--- src/hdl/bce_pkg.sv ---
`default_nettype none

package bce_pkg;

   typedef struct packed {
      logic [9:0] current_sample;
      logic [9:0] voltage_sample;
   } req_type;

   typedef struct packed {
      logic [9:0]         current_value;
      logic [11:0]        voltage_value;
      logic signed [31:0] charge_estimate;
      logic [17:0]        charge_percent;
      logic [18:0]        check_sum;
   } rsp_type;

   localparam int CSR_W     = 10;
   localparam int CSR_IDX_W = 2;

   localparam logic [CSR_IDX_W-1:0] CSR_CURRENT_OFFSET  = 2'd0;
   localparam logic [CSR_IDX_W-1:0] CSR_VOLTAGE_GAIN    = 2'd1;
   localparam logic [CSR_IDX_W-1:0] CSR_VOLTAGE_DIVISOR = 2'd2;

   localparam logic signed [9:0] CUR_OFFSET_RST = 10'sd0;
   localparam logic [7:0]        GAIN_RST       = 8'd64;
   localparam logic [7:0]        DIVISOR_RST    = 8'd66;

   // voltage divider: 12 quotient bits, four per stage
   localparam int QUO_W     = 12;
   localparam int DIV_STEPS = 4;

   localparam logic [11:0] VOLT_MAX = 12'hFFF;

   // load offset: x / 25 as (x * 1311) >> 15, exact for x below 4096
   localparam logic [10:0] OFF_RECIP = 11'd1311;
   localparam int          OFF_SHIFT = 15;
   localparam logic [7:0]  OFF_MID   = 8'd32;

   localparam logic signed [13:0] KNEE_HIGH = 14'sd765;
   localparam logic signed [13:0] KNEE_MID  = 14'sd706;

   localparam logic signed [17:0] SLOPE_HIGH = -18'sd36864;
   localparam logic signed [17:0] SLOPE_MID  = -18'sd102010;
   localparam logic signed [17:0] SLOPE_LOW  = -18'sd31933;

   localparam logic signed [31:0] BASE_HIGH = 32'sd30505000;
   localparam logic signed [31:0] BASE_MID  = 32'sd80293000;
   localparam logic signed [31:0] BASE_LOW  = 32'sd30835000;

   localparam logic signed [31:0] FULL_CHARGE = 32'sd9216000;

   // percent: used * 100 / 92160 = ((used * 5) >> 9) / 9, the last as reciprocal
   localparam logic [20:0] PCT_RECIP = 21'd1864136;
   localparam int          PCT_SHIFT = 24;

endpackage

`default_nettype wire

--- src/hdl/battery_charge_estimator.sv ---
// Battery charge estimator: each request carries one raw current and one raw voltage sample and
// yields one response with the corrected current, the scaled voltage, a three-segment charge
// figure, the used-capacity percentage and their checksum. The block is a ten-stage pipeline that
// takes one request per clock unless a stalled output has filled every stage; a stalled output
// holds its response while earlier stages keep filling any empty slots. The voltage gain/divisor
// quotient comes from three restoring divider stages of four bits each, and the two constant
// divisions are done by reciprocal multipliers. A divisor of zero, or a scaled voltage above 4095,
// gives 4095. The user must write configuration registers only while idle; nothing enforces it.
`default_nettype none

module battery_charge_estimator (
   input  wire logic                          clock,
   input  wire logic                          reset,
   input  wire logic                          req_valid,
   output logic                               req_ready,
   input  wire bce_pkg::req_type              req_data,
   output logic                               rsp_valid,
   input  wire logic                          rsp_ready,
   output bce_pkg::rsp_type                   rsp_data,
   input  wire logic                          csr_we,
   input  wire logic [bce_pkg::CSR_IDX_W-1:0] csr_index,
   input  wire logic [bce_pkg::CSR_W-1:0]     csr_wdata
);
   import bce_pkg::*;

   localparam int NSTG = 10;

   typedef enum logic [1:0] {SEG_LOW, SEG_MID, SEG_HIGH} seg_type;

   // configuration
   logic signed [9:0] cur_off_ff;
   logic [7:0]        gain_ff;
   logic [7:0]        div_ff;

   always_ff @(posedge clock) begin
      if (reset) begin
         cur_off_ff <= CUR_OFFSET_RST;
         gain_ff    <= GAIN_RST;
         div_ff     <= DIVISOR_RST;
      end else if (csr_we) begin
         case (csr_index)
            CSR_CURRENT_OFFSET:  cur_off_ff <= csr_wdata[9:0];
            CSR_VOLTAGE_GAIN:    gain_ff    <= csr_wdata[7:0];
            CSR_VOLTAGE_DIVISOR: div_ff     <= csr_wdata[7:0];
            default: ;
         endcase
      end
   end

   // pipeline control
   logic [NSTG-1:0] v_ff, v_in, en;

   always_comb begin
      en[NSTG-1] = !v_ff[NSTG-1] || rsp_ready;
      for (int k = NSTG-2; k >= 0; k--) begin
         en[k] = !v_ff[k] || en[k+1];
      end
      v_in[0] = en[0] ? req_valid : v_ff[0];
      for (int k = 1; k < NSTG; k++) begin
         v_in[k] = en[k] ? v_ff[k-1] : v_ff[k];
      end
   end

   always_ff @(posedge clock) begin
      if (reset) begin
         v_ff <= '0;
      end else begin
         v_ff <= v_in;
      end
   end

   assign req_ready = en[0];
   assign rsp_valid = v_ff[NSTG-1];

   // stage 1: current correction, voltage product
   logic signed [11:0] cdiff;
   logic [9:0]         s1_cval_in, s1_cval_ff;
   logic [17:0]        s1_prod_in, s1_prod_ff;

   always_comb begin
      cdiff = $signed({2'b00, req_data.current_sample}) - $signed({{2{cur_off_ff[9]}}, cur_off_ff});
      if (cdiff < 12'sd0) begin
         s1_cval_in = 10'd0;
      end else if (cdiff > 12'sd1023) begin
         s1_cval_in = 10'd1023;
      end else begin
         s1_cval_in = cdiff[9:0];
      end
      s1_prod_in = 18'(req_data.voltage_sample) * 18'(gain_ff);
   end

   // stage 2: overflow check, load offset magnitude
   logic [7:0]  half, mag;
   logic        s2_neg_in, s2_neg_ff;
   logic [11:0] s2_y_in, s2_y_ff;
   logic        s2_ovf_in, s2_ovf_ff;
   logic [9:0]  s2_cval_ff;

   always_comb begin
      s2_ovf_in = (div_ff == 8'd0) || ({2'b00, s1_prod_ff[17:12]} >= div_ff);
      half      = s1_cval_ff[9] ? s1_cval_ff[8:1] : 8'd0;
      if (half <= OFF_MID) begin
         mag       = OFF_MID - half;
         s2_neg_in = 1'b0;
      end else begin
         mag       = half - OFF_MID;
         s2_neg_in = 1'b1;
      end
      s2_y_in = {1'b0, mag, 3'b000} + {2'b00, mag, 2'b00};
   end

   // stage 3: load offset
   logic [21:0]       offp;
   logic [7:0]        offq;
   logic signed [7:0] s3_off_in, s3_off_ff;
   logic              s3_ovf_ff;
   logic [9:0]        s3_cval_ff;

   always_comb begin
      offp      = 22'(s2_y_ff) * 22'(OFF_RECIP);
      offq      = {1'b0, offp[OFF_SHIFT +: 7]};
      s3_off_in = s2_neg_ff ? $signed(8'd0 - offq) : $signed(offq);
   end

   // stage 4: last quotient bits
   logic signed [7:0] s4_off_ff;
   logic              s4_ovf_ff;
   logic [9:0]        s4_cval_ff;

   // voltage divider stages 2 to 4
   logic [7:0]       rem_a, rem_b, rem_c;
   logic [QUO_W-1:0] quo_a, quo_b, quo_c;

   bce_div_stage u_div_a (
      .clock   (clock),
      .en      (en[1]),
      .div     (div_ff),
      .src_rem ({2'b00, s1_prod_ff[17:12]}),
      .src_quo (s1_prod_ff[11:0]),
      .dst_rem (rem_a),
      .dst_quo (quo_a)
   );

   bce_div_stage u_div_b (
      .clock   (clock),
      .en      (en[2]),
      .div     (div_ff),
      .src_rem (rem_a),
      .src_quo (quo_a),
      .dst_rem (rem_b),
      .dst_quo (quo_b)
   );

   bce_div_stage u_div_c (
      .clock   (clock),
      .en      (en[3]),
      .div     (div_ff),
      .src_rem (rem_b),
      .src_quo (quo_b),
      .dst_rem (rem_c),
      .dst_quo (quo_c)
   );

   // stage 5: voltage, segment select
   logic [11:0]        s5_vval_in, s5_vval_ff;
   logic signed [13:0] s5_d_in, s5_d_ff;
   seg_type            s5_seg_in, s5_seg_ff;
   logic [9:0]         s5_cval_ff;

   always_comb begin
      s5_vval_in = s4_ovf_ff ? VOLT_MAX : quo_c;
      s5_d_in    = $signed({2'b00, s5_vval_in}) - $signed({{6{s4_off_ff[7]}}, s4_off_ff});
      if (s5_d_in >= KNEE_HIGH) begin
         s5_seg_in = SEG_HIGH;
      end else if (s5_d_in >= KNEE_MID) begin
         s5_seg_in = SEG_MID;
      end else begin
         s5_seg_in = SEG_LOW;
      end
   end

   // stage 6: slope product
   logic signed [17:0] slope;
   logic signed [31:0] s6_prod_in, s6_prod_ff;
   seg_type            s6_seg_ff;
   logic [9:0]         s6_cval_ff;
   logic [11:0]        s6_vval_ff;

   always_comb begin
      case (s5_seg_ff)
         SEG_HIGH: slope = SLOPE_HIGH;
         SEG_MID:  slope = SLOPE_MID;
         default:  slope = SLOPE_LOW;
      endcase
      s6_prod_in = 32'(slope) * 32'(s5_d_ff);
   end

   // stage 7: charge figure, used capacity
   logic signed [31:0] base;
   logic signed [31:0] s7_charge_in, s7_charge_ff;
   logic signed [31:0] s7_used_in, s7_used_ff;
   logic [9:0]         s7_cval_ff;
   logic [11:0]        s7_vval_ff;

   always_comb begin
      case (s6_seg_ff)
         SEG_HIGH: base = BASE_HIGH;
         SEG_MID:  base = BASE_MID;
         default:  base = BASE_LOW;
      endcase
      s7_charge_in = s6_prod_ff + base;
      s7_used_in   = FULL_CHARGE - s7_charge_in;
   end

   // stage 8: used * 5 / 512
   logic [29:0]        used5;
   logic [20:0]        s8_s_in, s8_s_ff;
   logic signed [31:0] s8_charge_ff;
   logic [9:0]         s8_cval_ff;
   logic [11:0]        s8_vval_ff;

   always_comb begin
      used5   = {s7_used_ff[27:0], 2'b00} + 30'(s7_used_ff[27:0]);
      s8_s_in = (!s7_used_ff[31] && (s7_used_ff != 32'sd0)) ? used5[29:9] : 21'd0;
   end

   // stage 9: divide by nine
   logic [41:0]        pmul;
   logic [17:0]        s9_pct_in, s9_pct_ff;
   logic signed [31:0] s9_charge_ff;
   logic [9:0]         s9_cval_ff;
   logic [11:0]        s9_vval_ff;

   always_comb begin
      pmul      = 42'(s8_s_ff) * 42'(PCT_RECIP);
      s9_pct_in = pmul[PCT_SHIFT +: 18];
   end

   // stage 10: response register
   rsp_type rsp_in, rsp_ff;

   always_comb begin
      rsp_in.current_value   = s9_cval_ff;
      rsp_in.voltage_value   = s9_vval_ff;
      rsp_in.charge_estimate = s9_charge_ff;
      rsp_in.charge_percent  = s9_pct_ff;
      rsp_in.check_sum       = 19'(s9_cval_ff) + 19'(s9_vval_ff) + 19'(s9_pct_ff);
   end

   always_ff @(posedge clock) begin
      if (en[0]) begin
         s1_cval_ff <= s1_cval_in;
         s1_prod_ff <= s1_prod_in;
      end
      if (en[1]) begin
         s2_cval_ff <= s1_cval_ff;
         s2_ovf_ff  <= s2_ovf_in;
         s2_neg_ff  <= s2_neg_in;
         s2_y_ff    <= s2_y_in;
      end
      if (en[2]) begin
         s3_cval_ff <= s2_cval_ff;
         s3_ovf_ff  <= s2_ovf_ff;
         s3_off_ff  <= s3_off_in;
      end
      if (en[3]) begin
         s4_cval_ff <= s3_cval_ff;
         s4_ovf_ff  <= s3_ovf_ff;
         s4_off_ff  <= s3_off_ff;
      end
      if (en[4]) begin
         s5_cval_ff <= s4_cval_ff;
         s5_vval_ff <= s5_vval_in;
         s5_d_ff    <= s5_d_in;
         s5_seg_ff  <= s5_seg_in;
      end
      if (en[5]) begin
         s6_cval_ff <= s5_cval_ff;
         s6_vval_ff <= s5_vval_ff;
         s6_prod_ff <= s6_prod_in;
         s6_seg_ff  <= s5_seg_ff;
      end
      if (en[6]) begin
         s7_cval_ff   <= s6_cval_ff;
         s7_vval_ff   <= s6_vval_ff;
         s7_charge_ff <= s7_charge_in;
         s7_used_ff   <= s7_used_in;
      end
      if (en[7]) begin
         s8_cval_ff   <= s7_cval_ff;
         s8_vval_ff   <= s7_vval_ff;
         s8_charge_ff <= s7_charge_ff;
         s8_s_ff      <= s8_s_in;
      end
      if (en[8]) begin
         s9_cval_ff   <= s8_cval_ff;
         s9_vval_ff   <= s8_vval_ff;
         s9_charge_ff <= s8_charge_ff;
         s9_pct_ff    <= s9_pct_in;
      end
      if (en[9]) begin
         rsp_ff <= rsp_in;
      end
   end

   assign rsp_data = rsp_ff;

endmodule

`default_nettype wire

--- src/hdl/bce_div_stage.sv ---
`default_nettype none

module bce_div_stage (
   input  wire logic                      clock,
   input  wire logic                      en,
   input  wire logic [7:0]                div,
   input  wire logic [7:0]                src_rem,
   input  wire logic [bce_pkg::QUO_W-1:0] src_quo,
   output logic      [7:0]                dst_rem,
   output logic      [bce_pkg::QUO_W-1:0] dst_quo
);
   import bce_pkg::*;

   logic [7:0]       rem_ff, rem_in;
   logic [QUO_W-1:0] quo_ff, quo_in;
   logic [8:0]       trial;

   // shift-in restoring division, dividend bits leave the top of quo as quotient bits enter
   always_comb begin
      rem_in = src_rem;
      quo_in = src_quo;
      trial  = 9'd0;
      for (int i = 0; i < DIV_STEPS; i++) begin
         trial  = {rem_in, quo_in[QUO_W-1]};
         quo_in = {quo_in[QUO_W-2:0], 1'b0};
         if (trial >= {1'b0, div}) begin
            trial     = trial - {1'b0, div};
            quo_in[0] = 1'b1;
         end
         rem_in = trial[7:0];
      end
   end

   always_ff @(posedge clock) begin
      if (en) begin
         rem_ff <= rem_in;
         quo_ff <= quo_in;
      end
   end

   assign dst_rem = rem_ff;
   assign dst_quo = quo_ff;

endmodule

`default_nettype wire

--- config.mk ---
export PLATFORM = sky130hd
export DESIGN_NAME = battery_charge_estimator
export DESIGN_NICKNAME = d
export VERILOG_FILES = /design/src/hdl/bce_pkg.sv /design/src/hdl/battery_charge_estimator.sv /design/src/hdl/bce_div_stage.sv
export SDC_FILE = /design/constraint.sdc
export NUM_CORES = 2
export LEC_CHECK = 0
export BUFFER_PORTS_ARGS = -buffer_cell sky130_fd_sc_hd__buf_2
export CAP_MARGIN = 10
export CELL_PAD_IN_SITES_DETAIL_PLACEMENT = 2
export CELL_PAD_IN_SITES_GLOBAL_PLACEMENT = 2
export CORE_MARGIN = 5
export CORE_UTILIZATION = 44
export DETAILED_ROUTE_END_ITERATION = 12
export PLACE_DENSITY = 0.78
export SLEW_MARGIN = 5
export SYNTH_ARGS = -nofsm -noshare
export SYNTH_HDL_FRONTEND = slang
export SYNTH_HIERARCHICAL = 1
export SYNTH_SLANG_ARGS = --single-unit
--- constraint.sdc ---
create_clock -name clock -period 11.3 [get_ports clock]
set_clock_uncertainty 0.1 [all_clocks]
set_input_delay 0 -clock clock [delete_from_list [all_inputs] [get_ports clock]]
set_output_delay 0 -clock clock [all_outputs]
set_load 0.02 [all_outputs]
[Yosys cells after proc, flatten, opt, wreduce, memory -nomap -nowiden]
Cells that the tools add are included.
Storage, ports and cells
  input bits: 37
  bits in registers: 596
  output and inout bits: 93
Operators by class
  order comparisons: 18
  $add $sub $neg: 22
  muxes and demuxes: 32
  eq/ne operators: 6
  reductions and logical operators: 29
  $mul: 4
Operators with widths (count)
  8-bit two-way mux: 13
  9-bit by 8-bit greater-or-equal comparator with 1-bit output: 11
  8-bit subtractor: 10
  27-bit case mux with 2 select lines: 1
  21-bit by 18-bit multiplier with 39-bit output (second input constant): 1
  17-bit case mux with 2 select lines: 1
  32-bit adder: 1
  18-bit by 14-bit multiplier with 32-bit output: 1
  32-bit nonzero test: 1
  25-bit by 32-bit subtractor with 32-bit output (first input constant): 1
  30-bit by 28-bit adder with 30-bit output: 1
  14-bit by 11-bit greater-or-equal comparator with 1-bit output (second input constant): 2
  12-bit by 11-bit multiplier with 22-bit output (second input constant): 1
  13-bit by 18-bit adder with 19-bit output: 1
  10-bit by 8-bit multiplier with 18-bit output: 1
  1-bit two-way mux: 14
  13-bit by 8-bit subtractor with 14-bit output: 1
  10-bit by 12-bit adder with 13-bit output: 1
  11-bit by 10-bit adder with 12-bit output: 1
  12-bit by 11-bit > comparator with 1-bit output (second input constant): 1
  12-bit by 1-bit less-than comparator with 1-bit output (second input constant): 1
  12-bit two-way mux: 1
  11-bit by 10-bit subtractor with 12-bit output: 1
  1-bit logical NOT: 11
  other kinds (16): 32

[Depth between registers and ports, before layout]
  word-level depth: 11
  gate-level depth with buffers: 38

[Hierarchy]
Netlist, hierarchy kept.
Modules (own cells, without submodules)
  battery_charge_estimator: instances 1, cells an instance 3284, seq. area each 15885.2 um^2, area each 39414.1 um^2
  bce_div_stage: instances 3, cells an instance 268, seq. area each 600.6 um^2, area each 2531.2 um^2

[Least setup slack after synthesis]
No wires, ideal clock.
  path type: reg-to-reg
  start: reg div_ff[1]
  end: reg u_div_a.rem_ff[7] (netlist: u_div_a/dst_rem[7]), data pin
  arrival time: 7.631 ns
  slack: 3.308 ns
  data required time: 10.939 ns
  period minus slack after synthesis: 7.992 ns
  cell stages (with the launch flop): 35
  path buffers: 1
  setup time: 0.261 ns
  cell sequence: dfxtp_1 -> inv_1 -> ha_1 -> nand2b_1 -> a21oi_1 -> o221ai_2 -> and2_1 -> buf_6 -> inv_6 -> mux2_2 -> ha_1 -> and4_1 -> o211a_1 -> a221o_1 -> a31o_1 -> a21oi_4 -> inv_4 -> mux2_2 -> inv_1 -> ha_1 -> nor2b_1 -> o211ai_1 -> a31oi_1 -> o22a_1 -> a211oi_1 -> mux2_4 -> mux2_2 -> ha_1 -> a21o_1 -> o21ai_0 -> a21oi_1 -> o21a_1 -> or2_2 -> a2bb2oi_4 -> a221o_1
On the way
  cells in the longest elaborated chain, start to end: 8
  elaborated cells on any way between the ends: 12
  classes of those cells: add/sub: 4; order compare: 4; mux: 4
RTL lines
  start, declared: line battery_charge_estimator.sv:33  | logic [7:0] div_ff;
  start signal, assigned: line battery_charge_estimator.sv:44  | CSR_VOLTAGE_DIVISOR: div_ff <= csr_wdata[7:0];
  7-bit by 8-bit subtractor with 8-bit output / 7-bit by 8-bit greater-or-equal comparator with 1-bit output (equally long branches): line bce_div_stage.sv:27, bce_div_stage.sv:26
  8-bit two-way mux: line bce_div_stage.sv:26  | if (trial >= {1'b0, div}) begin
  8-bit subtractor / 9-bit by 8-bit greater-or-equal comparator with 1-bit output (equally long branches): line bce_div_stage.sv:27, bce_div_stage.sv:26
  8-bit two-way mux: line bce_div_stage.sv:26
  8-bit subtractor / 9-bit by 8-bit greater-or-equal comparator with 1-bit output (equally long branches): line bce_div_stage.sv:27, bce_div_stage.sv:26
  8-bit two-way mux: line bce_div_stage.sv:26
  8-bit subtractor / 9-bit by 8-bit greater-or-equal comparator with 1-bit output (equally long branches): line bce_div_stage.sv:27, bce_div_stage.sv:26
  8-bit two-way mux (*): line bce_div_stage.sv:26
  net u_div_a.trial[7]: line bce_div_stage.sv:16  | logic [8:0] trial;
  end signal, assigned: line bce_div_stage.sv:36  | rem_ff <= rem_in;
  end, declared: line bce_div_stage.sv:14  | logic [7:0] rem_ff, rem_in;
Mark *: on every way through the listed nets, which the timed path passes. The rest lies on a longest branch.
A chain may end at the register's enable or synchronous reset.

[Worst setup path in the final report]
  start: reg div_ff[1]
  end: reg u_div_b.rem_ff[3] (netlist: u_div_b/dst_rem[3]), data pin
On the way
  cells in the longest elaborated chain, start to end: 8
  elaborated cells on any way between the ends: 12
  classes of those cells: add/sub: 4; order compare: 4; mux: 4
RTL lines (line)
  8-bit subtractor / 9-bit by 8-bit greater-or-equal comparator with 1-bit output (equally long branches): bce_div_stage.sv:27, bce_div_stage.sv:26
  8-bit two-way mux: bce_div_stage.sv:26
  8-bit subtractor / 9-bit by 8-bit greater-or-equal comparator with 1-bit output (equally long branches): bce_div_stage.sv:27, bce_div_stage.sv:26
  8-bit two-way mux: bce_div_stage.sv:26
  9-bit by 8-bit greater-or-equal comparator with 1-bit output / 8-bit subtractor (equally long branches): bce_div_stage.sv:26, bce_div_stage.sv:27
  8-bit two-way mux: bce_div_stage.sv:26
  8-bit subtractor / 9-bit by 8-bit greater-or-equal comparator with 1-bit output (equally long branches): bce_div_stage.sv:27, bce_div_stage.sv:26
  8-bit two-way mux (*): bce_div_stage.sv:26
  net u_div_b.trial[3]: bce_div_stage.sv:16
  end signal, assigned: bce_div_stage.sv:36
  end, declared: bce_div_stage.sv:14
Marked as above.

==> flow_metrics.tcl <==
set metrics [dict create \
    outcome "finished, final reports clean" \
    fin_crit_sh_pct 80.7 \
    number_of_iterations_in_the_first_detailed_routing_pass 5 \
    first_pass_grt_wire_length_mm 222 \
    setup_failing_eps_final 0 \
    syn-cell-area_sq_mm 0.0465 \
    layout.cells.most_common "sky130_fd_sc_hd__inv_1" \
    placeableCoreArea_sq_mm 0.105 \
    timing_worst_slew_pin_value_ns 1.33 \
    groute.usage.overall_pct 25.5 \
    cts_buffers 75 \
    dpl.hpwl_mm 111 \
    antenna-diode-count 0 \
    crit_required_ns 11.61 \
    initial_antenna_violation_count 1 \
    via_count 31740 \
    drt-vias-per-instance 5.55 \
    highest_metal_used "met5" \
    buffer_ports.inserted 129 \
    timing_max_transition_violations_final 0 \
    dieWidth_um 335 \
    cts_h_tree_depth 3 \
    std_cell_rows 119 \
    crit_path_start_kind "flop" \
    first_global_vias 37146 \
    synth_cells 4046 \
    final_period_minus_worst_setup_slack_ns 9.12 \
    setup_total_negative_slack_ns 0 \
    max_cap_viol_count 0 \
    max-clock-path-buffers 3 \
    worst-path-max-fanout 9 \
    route.detailed.wl_per_inst_um 25.0 \
    postSynthAreaPerCell_sq_um 11.5 \
    finish.utilization_pct 49.2 \
    clock_tree_from_tritoncts "done" \
    worstPathArrival_ns 9.43 \
    fmax_achieved_mhz 110 \
    detail_route.iter0.violations 1389 \
    worstSkewPairLatency_ns 0.66 \
    number_of_nets_at_the_end_of_the_flow 5253 \
    overall_overflow_remaining_after_global_route 0 \
    worstHoldPathType "in2reg" \
    area.growth.synth_to_final_pct 11.2 \
    worst_hold_slack_ns 0.0668 \
    met1_length_mm 54.0 \
    slew-limit-headroom_pct 11.4 \
    pin_count 130 \
    final_layout_size_suffix_gt1_share_pct 8.60 \
    gp_congestion 0.852 \
    cts_root_buffer "sky130_fd_sc_hd__clkbuf_16" \
    start_util_pct 44.2 \
    yosysWarningCount 6 \
    detail_route.drc_violations 0 \
    largest_net_degree_at_the_start_of_global_routing 86 \
    drt_wl_total_mm 143 \
    route.antenna.remaining_nets 0 \
    floorplan.die_area_sq_mm 0.112 \
    clk_pin_slew_ns 0.06 \
    crit_type "reg2reg" \
    clock_sink_count 593 \
    crit_slowest_cell "sky130_fd_sc_hd__dfxtp_1" \
    postCtsResizedCells 0 \
    crit_path_max_incr_delay_ns 0.48 \
    floorplan.die.height_um 335 \
    dr_wl_met3_mm 4.29 \
    rsz0062_at_grt "false" \
    route.met2.wl_mm 76.9 \
    leading_cell_types_in_the_layout_fill_and_taps_excluded "sky130_fd_sc_hd__inv_1, sky130_fd_sc_hd__ha_1, sky130_fd_sc_hd__edfxtp_1" \
    timing.critical_path.mode_cell "sky130_fd_sc_hd__ha_1" \
    crit_path_end_kind "flop" \
    report.final.hold_viol_count 0 \
]
-- per-stage QoR --
stage	worst slack [ns]	std cells	area (sq um)
detailed placement	2.22	5533	48800
floorplan	3.31	4049	46500
global placement	2.39	5533	48800
finish	2.18	5715	51700
CTS	2.16	5715	51700
global route	1.53	5715	51700
-- worst paths after layout --
kind	start	end	slack, ns	cells after the start
hold / removal	csr_index[0]	gain_ff[3]	0.07	4
setup / recovery	div_ff[1]	u_div_b/dst_rem[3]	2.18	33
hold reg to reg	s4_cval_ff[2]	s5_cval_ff[2]	0.31	0
setup reg to reg	div_ff[1]	u_div_b/dst_rem[3]	2.18	33
-- area by class of cell --
cell class              instances  area [sq um]
multi-input cells            2729         26300
flip-flops and latches        593         17400
clock buffers                 102          2050
fillers                     10521         53400
well taps                    1391          1740
inverters                     679          2590
repair buffers                186          1190
clock inverters                35           435
-- flip-flops by register name (all words and copies together), names as in the netlist, 14 cells and up --
signal / count
s7_charge_ff: 32
s9_pct_ff: 18
rsp_data: 91
s7_used_ff: 31
s5_d_ff: 14
s6_prod_ff: 32
s9_charge_ff: 32
s8_s_ff: 21
s1_prod_ff: 18
s8_charge_ff: 32
-- critical path: cells and delay by family, from the launching register on --
kind	cells	cell delay (ns)
adders and majority gates	4	1.37
and+or+nand+nor	4	0.83
buffers and inverters	4	0.60
AOI/OAI and AO/OA	18	4.50
muxes	3	0.97
DFF	1	0.48
-- per-layer routing --
layer / vias to the layer above / global-route usage, %
met5: - / 0
met2: 660 / 48.8
met3: 338 / 3.25
met1: 16349 / 28.1
li1: 14391 / -
met4: 2 / 11.3
-- what timing repair did --
| action | in CTS | in global routing |
|---|---|---|
| hold buffers | 45 | 0 |
| setup endpoints to repair | 0 | 0 |
| buffers inserted | 0 | 0 |
| hold endpoints to repair | 51 | 0 |
Power is left out: the tool's default activity adds up to more than one toggle a clock period on the data nets, which glitch-free logic cannot reach.
